<file path="config.mk">
export PLATFORM = sky130hd
export DESIGN_NAME = gdrc_ctrl
export DESIGN_NICKNAME = d
export VERILOG_FILES = /design/src/hdl/grid_dda_ray_caster_unit_defines.svh /design/src/hdl/gdrc_pkg.sv /design/src/hdl/gdrc_ctrl.sv
export SDC_FILE = /design/constraint.sdc
export NUM_CORES = 1
export LEC_CHECK = 0
export ABC_CLOCK_PERIOD_IN_PS = 4400
export BUFFER_PORTS_ARGS = -buffer_cell sky130_fd_sc_hd__buf_2
export CORE_UTILIZATION = 58
export CTS_CLUSTER_DIAMETER = 100
export DETAILED_ROUTE_END_ITERATION = 10
export GPL_TIMING_DRIVEN = 0
export PLACE_DENSITY = 0.84
export SETUP_SLACK_MARGIN = 0.5
export SYNTH_ARGS = -nofsm -noshare
export SYNTH_HDL_FRONTEND = slang
export SYNTH_SLANG_ARGS = --single-unit
</file>
<file path="constraint.sdc">
create_clock -name clk -period 4.4 [get_ports clk]
set_clock_uncertainty 0.15 [all_clocks]
set_input_delay 0.88 -clock clk [delete_from_list [all_inputs] [get_ports clk]]
set_output_delay 0.88 -clock clk [all_outputs]
set_load 0.05 [all_outputs]
</file>
<file path="src/hdl/grid_dda_ray_caster_unit_defines.svh">
// ----------------------------------------------------------------------------
// grid_dda_ray_caster_unit_defines.svh
// Assertion macros for the ray caster datapath.
// ----------------------------------------------------------------------------
`ifndef GRID_DDA_RAY_CASTER_UNIT_DEFINES_SVH
`define GRID_DDA_RAY_CASTER_UNIT_DEFINES_SVH

// checked only out of reset
`define GDRC_ASSERT(lbl, prop, msg) \
  lbl: assert property (@(posedge clk) disable iff (!rst_n) prop) else $error(msg);

// checked at every edge, reset included
`define GDRC_ASSERT_ALWAYS(lbl, prop, msg) \
  lbl: assert property (@(posedge clk) prop) else $error(msg);

`endif

</file>
<file path="src/hdl/gdrc_pkg.sv">
// ----------------------------------------------------------------------------
// gdrc_pkg
// Types, constants and helpers for the grid DDA ray caster.
// ----------------------------------------------------------------------------
package gdrc_pkg;

  localparam int GRID_WIDTH  = 64;
  localparam int GRID_HEIGHT = 64;
  localparam int DEPTH       = GRID_WIDTH * GRID_HEIGHT;
  localparam int ADDR_W      = $clog2(DEPTH);
  localparam int GW_BITS     = $clog2(GRID_WIDTH);
  localparam int GH_BITS     = $clog2(GRID_HEIGHT);
  localparam int MAX_BITS    = (GW_BITS > GH_BITS) ? GW_BITS : GH_BITS;
  // walk coordinates: grid range plus up to ~260 steps off either edge
  localparam int COORD_W     = ((MAX_BITS > 9) ? MAX_BITS : 9) + 2;
  localparam int CNT_W       = (ADDR_W > 5) ? ADDR_W : 5;

  localparam int SQRT_ITER   = 16;
  localparam int DIV_ITER    = 24;

  localparam logic [7:0]  MAX_DIST_RESET = 8'd100;
  localparam logic [15:0] SAT16          = 16'hFFFF;

  typedef enum logic [4:0] {
    ST_CLEAR, ST_IDLE, ST_SQX, ST_SQY, ST_SQSUM, ST_SQRT,
    ST_DIVX_INIT, ST_DIVX, ST_DIVY_INIT, ST_DIVY,
    ST_LENX, ST_LENY, ST_WSTART, ST_WALK,
    ST_HX, ST_HY, ST_HYF, ST_FIN
  } state_t;

  typedef enum logic [4:0] {
    DP_NOP, DP_CLEAR, DP_ACCEPT, DP_SQX, DP_SQY, DP_SQSUM, DP_SQRT,
    DP_DIVX_INIT, DP_DIV, DP_DIVY_INIT, DP_LENX, DP_LENY, DP_WSTART,
    DP_WALK, DP_HX, DP_HY, DP_HYF, DP_FIN
  } dp_op_t;

  typedef struct packed {
    dp_op_t              op;
    logic [ADDR_W-1:0]   addr;
  } dp_cmd_t;

  typedef struct packed {
    logic is_cast;
    logic walk_hit;
    logic walk_end;
    logic out_busy;
  } dp_sts_t;

  function automatic logic [ADDR_W-1:0] cell_addr(input int x, input int y);
    return ADDR_W'(y * GRID_WIDTH + x);
  endfunction

endpackage

</file>
<file path="src/hdl/gdrc_ctrl.sv">
// ----------------------------------------------------------------------------
// gdrc_ctrl
// Sequencer: clear sweep, set-up arithmetic, walk and result hand-off.
// ----------------------------------------------------------------------------
module gdrc_ctrl
  import gdrc_pkg::*;
(
  input  logic    clk,
  input  logic    rst_n,
  input  logic    in_tvalid,
  output logic    in_tready,
  input  dp_sts_t sts,
  output dp_cmd_t cmd
);

  state_t             state_r, state_nxt;
  logic [CNT_W-1:0]   cnt_r, cnt_nxt;
  logic               accept;

  assign in_tready = (state_r == ST_IDLE);
  assign accept    = in_tvalid && in_tready;

  always_ff @(posedge clk) begin
    if (!rst_n) begin
      state_r <= ST_CLEAR;
      cnt_r   <= '0;
    end else begin
      state_r <= state_nxt;
      cnt_r   <= cnt_nxt;
    end
  end

  // next state
  always_comb begin
    state_nxt = state_r;
    unique case (state_r)
      ST_CLEAR:     if (cnt_r == CNT_W'(DEPTH - 1)) state_nxt = ST_IDLE;
      ST_IDLE:      if (accept && sts.is_cast) state_nxt = ST_SQX;
      ST_SQX:       state_nxt = ST_SQY;
      ST_SQY:       state_nxt = ST_SQSUM;
      ST_SQSUM:     state_nxt = ST_SQRT;
      ST_SQRT:      if (cnt_r == CNT_W'(SQRT_ITER - 1)) state_nxt = ST_DIVX_INIT;
      ST_DIVX_INIT: state_nxt = ST_DIVX;
      ST_DIVX:      if (cnt_r == CNT_W'(DIV_ITER - 1)) state_nxt = ST_DIVY_INIT;
      ST_DIVY_INIT: state_nxt = ST_DIVY;
      ST_DIVY:      if (cnt_r == CNT_W'(DIV_ITER - 1)) state_nxt = ST_LENX;
      ST_LENX:      state_nxt = ST_LENY;
      ST_LENY:      state_nxt = ST_WSTART;
      ST_WSTART:    state_nxt = ST_WALK;
      ST_WALK: begin
        if (sts.walk_hit)      state_nxt = ST_HX;
        else if (sts.walk_end) state_nxt = ST_FIN;
      end
      ST_HX:        state_nxt = ST_HY;
      ST_HY:        state_nxt = ST_HYF;
      ST_HYF:       state_nxt = ST_FIN;
      ST_FIN:       if (!sts.out_busy) state_nxt = ST_IDLE;
      default:      state_nxt = ST_IDLE;
    endcase
  end

  // iteration counter: runs in the sweeping states, zero elsewhere
  always_comb begin
    cnt_nxt = '0;
    if ((state_r == ST_CLEAR || state_r == ST_SQRT || state_r == ST_DIVX ||
         state_r == ST_DIVY) && (state_nxt == state_r))
      cnt_nxt = cnt_r + CNT_W'(1);
  end

  // outputs
  always_comb begin
    cmd.op   = DP_NOP;
    cmd.addr = cnt_r[ADDR_W-1:0];
    unique case (state_r)
      ST_CLEAR:     cmd.op = DP_CLEAR;
      ST_IDLE:      cmd.op = accept ? DP_ACCEPT : DP_NOP;
      ST_SQX:       cmd.op = DP_SQX;
      ST_SQY:       cmd.op = DP_SQY;
      ST_SQSUM:     cmd.op = DP_SQSUM;
      ST_SQRT:      cmd.op = DP_SQRT;
      ST_DIVX_INIT: cmd.op = DP_DIVX_INIT;
      ST_DIVX:      cmd.op = DP_DIV;
      ST_DIVY_INIT: cmd.op = DP_DIVY_INIT;
      ST_DIVY:      cmd.op = DP_DIV;
      ST_LENX:      cmd.op = DP_LENX;
      ST_LENY:      cmd.op = DP_LENY;
      ST_WSTART:    cmd.op = DP_WSTART;
      ST_WALK:      cmd.op = DP_WALK;
      ST_HX:        cmd.op = DP_HX;
      ST_HY:        cmd.op = DP_HY;
      ST_HYF:       cmd.op = DP_HYF;
      ST_FIN:       cmd.op = sts.out_busy ? DP_NOP : DP_FIN;
      default:      cmd.op = DP_NOP;
    endcase
  end

endmodule

</file>
# Word level (Yosys, flattened, before mapping)
# Cells that the tools add are included.
classes:
  add_sub_neg: 1
  mux: 12
  n_reduce_logical: 9
  n_eq_ne: 21
op_table:
  columns: ["op", "count"]
  rows:
  - ["$pmux W5 S18", 1]
  - ["$pmux W5 S17", 1]
  - ["$mux W5", 9]
  - ["$eq A5 B4 Y1 const B", 8]
  - ["$eq A5 B3 Y1 const B", 4]
  - ["$add A12 B1 Y12 const B", 1]
  - ["$eq A12 B12 Y1 const B", 1]
  - ["$eq A12 B4 Y1 const B", 1]
  - ["$eq A12 B5 Y1 const B", 1]
  - ["$eq A5 B2 Y1 const B", 2]
  - ["$eq A5 B5 Y1 const B", 2]
  - ["$eq A5 B1 Y1 const B", 1]
  - ["$eq A5 B5 Y1", 1]
  - ["$logic_not A5 Y1", 1]
  - ["$logic_and A1 B1 Y1", 3]
  - ["$logic_or A1 B1 Y1", 3]
  - ["$mux W2", 1]
  - ["$reduce_and A2 Y1", 1]
  - ["$reduce_or A2 Y1", 1]
totals:
  regBits: 17
  elab_cells: 45
  out_inout_bits: 18
  inputBits: 7

# Depth between registers and ports, before layout
# Gate-level depths: netlist of run 1.
logic_depth:
  ltp_word: 8
  ltp_mapped: 7
  mapped_depth_nobuf: 6

# Worst setup path before layout of run 1
# No wires, ideal clock.
synth_timing:
  path_type: "input -> output"
  from: "input port sts[0] in the netlist's numbering"
  to: "output port cmd[12] in the netlist's numbering"
  path_buffers: 0
  cell_stages: 4
  required_time_ns: 3.370
  arrival_time_ns: 2.351
  slack_ns: 1.019
  path_cell_list: "inv_1 > nand2_1 > o22a_1 > o32ai_1"
synth_rtl:
  columns: ["item", "line", "source"]
  rows:
  - ["from (decl)", "gdrc_ctrl.sv:12", "input dp_sts_t sts,"]
  - ["to (decl)", "gdrc_ctrl.sv:13", "output dp_cmd_t cmd"]

==> results.py, run 1 <==
metrics = {
    "setup_path": {
        "start_kind": "flop",
        "crit_chain": "clkbuf_1, clkbuf_1, nand2_1, o22a_1, o32ai_1, buf_2",
        "cpMaxStageDelayCell": "clkbuf_1",
        "cpMostUsedCell": "clkbuf_1",
        "cp.required_ns": 3.37,
        "path_depth": 6,
        "cp-end-kind": "output pin",
        "critPathKind": "reg -> out",
        "cp.arrival_ns": 2.11,
        "path_buf_inv": 3,
        "critical-path-max-stage-delay_ns": 0.37,
        "worst-path-max-fanout": 10,
        "r2r_cells": 6,
        "crit_family": "buffers and inverters",
    },
    "global_route": {
        "antenna_found_initial": 0,
        "track_usage_pct": 25.9,
        "gr-total-overflow": 0,
        "grt_pass1_vias": 973,
        "grt_pass1_wl_mm": 4.14,
        "grt_max_degree": 11,
    },
    "run": {
        "drv_cap": 0,
    },
    "layout": {
        "fin_nets": 194,
        "area_growth_pct": 15.0,
        "drive_above_1_share_pct": 21.1,
        "antenna_cells": 0,
        "nFillCells": 189,
    },
    "floorplanning": {
        "initial_core_util_pct": 61.3,
        "core_area_sq_um": 1960,
        "rows": 16,
        "die-area_sq_um": 2260,
        "die_height_microns": 47.5,
        "die_w_microns": 47.5,
        "io_pins": 25,
    },
    "synthesis": {
        "synth_edf_count": 0,
        "syn_inst": 157,
        "yosysSeqAreaShare_pct": 28.3,
        "synthTopCellsByCount": "nor2_1, dfxtp_1, a21oi_1, nand2_1, xnor2_1",
        "synth_ff_type": "dfxtp_1",
        "ys_async_sr_fraction_pct": 0,
        "synthesis.nets": 165,
        "syn_area_per_cell_sq_um": 7.66,
        "yosysTopAreaCellShare_pct": 28.3,
        "synth_area_leader_cell": "dfxtp_1",
        "yosys_warnings": 0,
        "synth-seq-cells": 17,
        "synthTopCellsByArea": "dfxtp_1, nor2_1, xnor2_1",
        "synthesis.area_sq_um": 1200,
        "yosysMostFrequentCell": "nor2_1",
        "synth.distinct_cells": 45,
    },
    "place": {
        "portBuffers": 24,
        "gp_congestion": 0.885,
        "place_ws_ns": 1.57,
        "hpwl_mm": 2.09,
    },
    "status": {
        "outcome": "finished, final reports clean",
    },
    "clock_tree": {
        "cts_resized": 0,
        "cts.sinks": 17,
        "clock_latency_ns": 0.29,
        "cts_tree": "done",
        "cts_max_level": 1,
        "cts_made_buffers": 3,
        "clk_path_buf_depth": 2,
        "clock-root-buffer": "clkbuf_4",
        "post-cts-setup-buffers": 0,
        "path_clk_slew_ns": 0.10,
        "postCtsHoldBufs": 0,
    },
    "power": {
        "cellLeakagePower_nw": 0.578,
        "peakVddDrop_mv": 0.287,
        "power_density_nw_per_um2": 240,
    },
    "timing": {
        "final_hold_viol_count": 0,
        "max_slew_margin_pct": 70.1,
        "finalCriticalPeriod_ns": 3.14,
        "rsz0062_at_grt": "no",
        "fin_crit_sh_pct": 71.4,
        "maxSlewViolCount": 0,
        "worst_slew_pin_slew_ns": 0.442,
        "max_freq_mhz": 318,
        "setup_ws_ns": 1.26,
        "timing.hold.ws_ns": 0.383,
        "setup_viol": 0,
        "tns_ns": 0,
    },
    "drt": {
        "top_layer_used": "met4",
        "drcViolationCount": 0,
        "totalWireLength_mm": 2.74,
        "drt-met1-wl_mm": 1.24,
        "ant_nets": 0,
        "drtPass1Iterations": 4,
        "viasPerCell": 5.77,
        "wl_met2_mm": 1.36,
        "dr_total_vias": 1224,
        "drt_iter0_drc": 26,
        "drt-wirelength-per-cell_microns": 12.9,
        "wl_met3_microns": 95,
    },
    "hold_path": {
        "hp-class": "reg -> reg",
        "min_path_cells": 1,
    },
}
[report_power, final]
group / switching (mW) / total, mW / internal, mW
sequential: 0.00759 / 0.168 / 0.161
combinational: 0.0555 / 0.0815 / 0.0260
clock: 0.0467 / 0.0819 / 0.0352
[metal layers]
| metal | vias to the layer above | global-route usage [%] |
|---|---|---|
| li1 | 618 | - |
| met5 | - | 0 |
| met1 | 569 | 31.1 |
| met2 | 33 | 45.5 |
| met4 | 0 | 13.9 |
| met3 | 4 | 2.64 |
[cell families (layout without fill, tap and decap cells)]
family                     Yosys count  in the layout  share of synthesized area [%]
buffers and inverters               17             45                           5.72
AOI/OAI and AO/OA                   36             36                           21.1
adders and majority gates            1              1                           1.04
DFF                                 17             17                           28.3
xor gates and xnor gates            11             11                           8.01
and+or+nand+nor                     75             75                           35.8
[state kept, by name, summed over array words and instances, names as in the netlist]
signal	count
cnt_r	12
state_r	5
[final timing paths]
path | start | endpoint | slack (ns)
hold / removal | cnt_r[0] | cnt_r[0] | 0.38
hold reg to reg | cnt_r[0] | cnt_r[0] | 0.38
setup reg to reg | cnt_r[0] | state_r[2] | 2.19
setup / recovery | state_r[4] | cmd[12] | 1.26
[final cells by class]
class	instances	area, sq um	area share [%]
inverters	6	22.5	1.63
clock buffers	4	26.3	1.90
repair buffers	24	120	8.69
flip-flops and latches	17	340	24.6
multi-input cells	123	793	57.4
well taps	27	33.8	2.44
plain buffers	11	46.3	3.35
[cell usage in the layout, fill, tap and decap left out, types with 3 or more instances in the layout]
| cell | count |
|---|---|
| nand3_1 | 6 |
| nand2b_1 | 4 |
| a211oi_1 | 3 |
| xor2_1 | 3 |
| dfxtp_1 | 17 |
| nor4bb_1 | 4 |
| a21oi_1 | 10 |
| buf_2 | 28 |
| inv_1 | 6 |
| xnor2_1 | 8 |
| o21ai_0 | 5 |
| nor2_1 | 24 |
| nand2_1 | 10 |
| clkbuf_4 | 3 |
| clkbuf_1 | 7 |
| nor3_1 | 3 |
| nand3b_1 | 3 |
| o21a_1 | 4 |
| nor2b_1 | 3 |
[per-stage QoR]
stage | utilization (%) | std cells | cell area (sq um) | total power [mW]
floorplan | - | 157 | 1200 | 0.233
global placement | 69.1 | 208 | 1360 | 0.251
detailed placement | 69.1 | 208 | 1360 | 0.253
CTS | 70.5 | 212 | 1380 | 0.334
global route | 70.5 | 212 | 1380 | 0.348
finish | 70.5 | 212 | 1380 | 0.332
(Power assumes the default switching activity.)
==> run 2, diff against run 1 <==
--- a/config.mk
+++ b/config.mk
@@ -5,13 +5,13 @@
 export SDC_FILE = /design/constraint.sdc
 export NUM_CORES = 1
 export LEC_CHECK = 0
-export ABC_CLOCK_PERIOD_IN_PS = 4400
+export ABC_CLOCK_PERIOD_IN_PS = 3300
 export BUFFER_PORTS_ARGS = -buffer_cell sky130_fd_sc_hd__buf_2
-export CORE_UTILIZATION = 58
+export CORE_UTILIZATION = 54
 export CTS_CLUSTER_DIAMETER = 100
 export DETAILED_ROUTE_END_ITERATION = 10
 export GPL_TIMING_DRIVEN = 0
-export PLACE_DENSITY = 0.84
+export PLACE_DENSITY = 0.79
 export SETUP_SLACK_MARGIN = 0.5
 export SYNTH_ARGS = -nofsm -noshare
 export SYNTH_HDL_FRONTEND = slang
==> constraint.sdc (replaced) <==
create_clock -name clk -period 3.3 [get_ports clk]
set_clock_uncertainty 0.15 [all_clocks]
set_input_delay 0.66 -clock clk [delete_from_list [all_inputs] [get_ports clk]]
set_output_delay 0.66 -clock clk [all_outputs]
set_load 0.05 [all_outputs]
==> results.py, run 2 (synthesis gave the netlist of run 1 again) <==
metrics = {
    "setup_path": {
        "cp.arrival_ns": 1.83,
        "reg2reg_to": "cnt_r[1]",
        "cp-end-kind": "output pin",
        "r2r_cells": 6,
        "regToRegStartpoint": "cnt_r[0]",
        "start_kind": "flop",
        "r2r_slack_ns": 1.06,
        "critPathKind": "reg -> out",
        "cp.required_ns": 2.49,
        "worst-path-max-fanout": 10,
    },
    "power": {
        "combPwrFrac_pct": 25.0,
        "pwr-share-clk_pct": 24.7,
        "cellLeakagePower_nw": 0.601,
        "power_density_nw_per_um2": 318,
        "peakVddDrop_mv": 0.352,
        "swShare_pct": 33.3,
        "seqPwrFrac_pct": 50.3,
        "p_int_mw": 0.297,
        "power.net_switching_mw": 0.148,
    },
    "layout": {
        "nFillCells": 175,
        "regArea_sq_um": 340,
        "area_growth_pct": 16.6,
        "drive_above_1_share_pct": 24.9,
        "layoutNonFillerInstCount": 212,
        "largest_reg_flops": 12,
        "multi_input_area_sq_um": 801,
        "top_regs": "cnt_r: 12 flops, state_r: 5 flops",
        "largest-register": "cnt_r",
        "final_common_cell": "buf_2",
        "antenna_cells": 0,
        "fin_area_sq_um": 1400,
        "final_cell_mix": "buf_2, nor2_1, dfxtp_1",
        "fin_nets": 194,
    },
    "clock_tree": {
        "cts.sinks": 17,
        "cts_made_buffers": 3,
        "clock-root-buffer": "clkbuf_4",
        "clk_path_buf_depth": 2,
        "cts_tree": "done",
        "path_clk_slew_ns": 0.09,
        "cts_max_level": 1,
        "clock_latency_ns": 0.29,
    },
    "hold_path": {
        "min_from": "cnt_r[0]",
        "hp-class": "reg -> reg",
        "min_path_cells": 1,
        "hold_end": "cnt_r[0]",
    },
    "timing": {
        "setup_ws_ns": 0.658,
        "fin_crit_sh_pct": 80.0,
        "timing.hold.ws_ns": 0.386,
        "max_slew_margin_pct": 66.1,
        "tns_ns": 0,
        "maxSlewViolCount": 0,
        "rsz0062_at_grt": "no",
        "max_freq_mhz": 379,
        "worst_slew_pin_slew_ns": 0.503,
        "setup_viol": 0,
        "final_hold_viol_count": 0,
        "finalCriticalPeriod_ns": 2.64,
    },
    "global_route": {
        "gr-total-overflow": 0,
        "grt_pass1_vias": 1040,
        "antenna_found_initial": 0,
        "track_usage_pct": 24.8,
        "grt_pass1_wl_mm": 4.68,
        "grt_max_degree": 11,
    },
    "drt": {
        "drtPass1Iterations": 4,
        "totalWireLength_mm": 2.78,
        "drcViolationCount": 0,
        "ant_nets": 0,
        "dr_total_vias": 1241,
        "viasPerCell": 5.85,
        "drt-wirelength-per-cell_microns": 13.1,
        "drt_iter0_drc": 42,
    },
    "floorplanning": {
        "core_area_sq_um": 2020,
        "io_pins": 25,
        "die-area_sq_um": 2420,
        "die_height_microns": 49.2,
        "die_w_microns": 49.2,
        "initial_core_util_pct": 59.5,
        "rows": 16,
    },
    "place": {
        "place_ws_ns": 0.731,
        "placed_area_sq_um": 1360,
        "portBuffers": 24,
        "gp_congestion": 0.926,
        "post-place-cells": 208,
        "hpwl_mm": 2.16,
    },
    "run": {
        "drv_cap": 0,
    },
    "status": {
        "outcome": "finished, final reports clean",
    },
}
[run 2: changes by cell type in the layout (fill, tap and decap cells not counted), sizes merged]
| cell | before | now |
|---|---|---|
| buf | 29 | 26 |
| clkbuf | 10 | 13 |
[run 2: worst max-delay path by stage]
| stage | start | end | slack, ns |
|---|---|---|---|
| final | state_r[3] | cmd[12] | 0.66 |
| after floorplan | state_r[4] | cmd[12] | 0.68 |
| after global routing | state_r[1] | cmd[12] | 0.53 |
| after CTS | state_r[1] | cmd[12] | 0.51 |
| after global placement | state_r[4] | cmd[12] | 0.75 |
| after detailed placement | state_r[4] | cmd[12] | 0.73 |
[run 2: cell type report]
type	count	share of cell area, %
multi-input combinational	123	57.1
buffer	11	3.84
sequential	17	24.3
timing repair buffer	24	8.92
clock buffer	4	1.87
inverter	6	1.61
tap	27	2.41
[run 2: metrics by stage]
step	total power [mW]	utilization, %
global placement	0.335	67.5
CTS	0.446	68.8
floorplan	0.311	-
global route	0.468	69.4
finish	0.446	69.4
detailed placement	0.338	67.5
[run 2: critical path: stages, from the launching register on]
cell	delay (ns)
dfxtp_1	0.33
buf_2	0.17
clkbuf_2	0.20
nand2b_1	0.20
o22a_1	0.20
o32ai_2	0.19
clkbuf_4	0.27
[run 2: layer usage]
metal / vias to the layer above / track usage (%) / routed length (microns)
met2: 44 / 40.4 / 1300
li1: 619 / - / -
met3: 0 / 5.61 / 176
met4: 0 / 0 / 0
met5: - / 0 / 0
met1: 578 / 35.3 / 1300
[run 2: repair_timing]
item	in CTS	in global routing
gates resized for setup	1	11
endpoints found under the setup margin	1	4
hold buffers	0	0
setup buffers	0	0
[run 2: power groups by stage]
stage	combinational (mW)	sequential, mW	clock [mW]
detailed placement	0.110	0.229	0
finish	0.112	0.224	0.110
global placement	0.107	0.228	0
floorplan	0.0596	0.252	0
global route	0.121	0.226	0.122
CTS	0.110	0.224	0.112
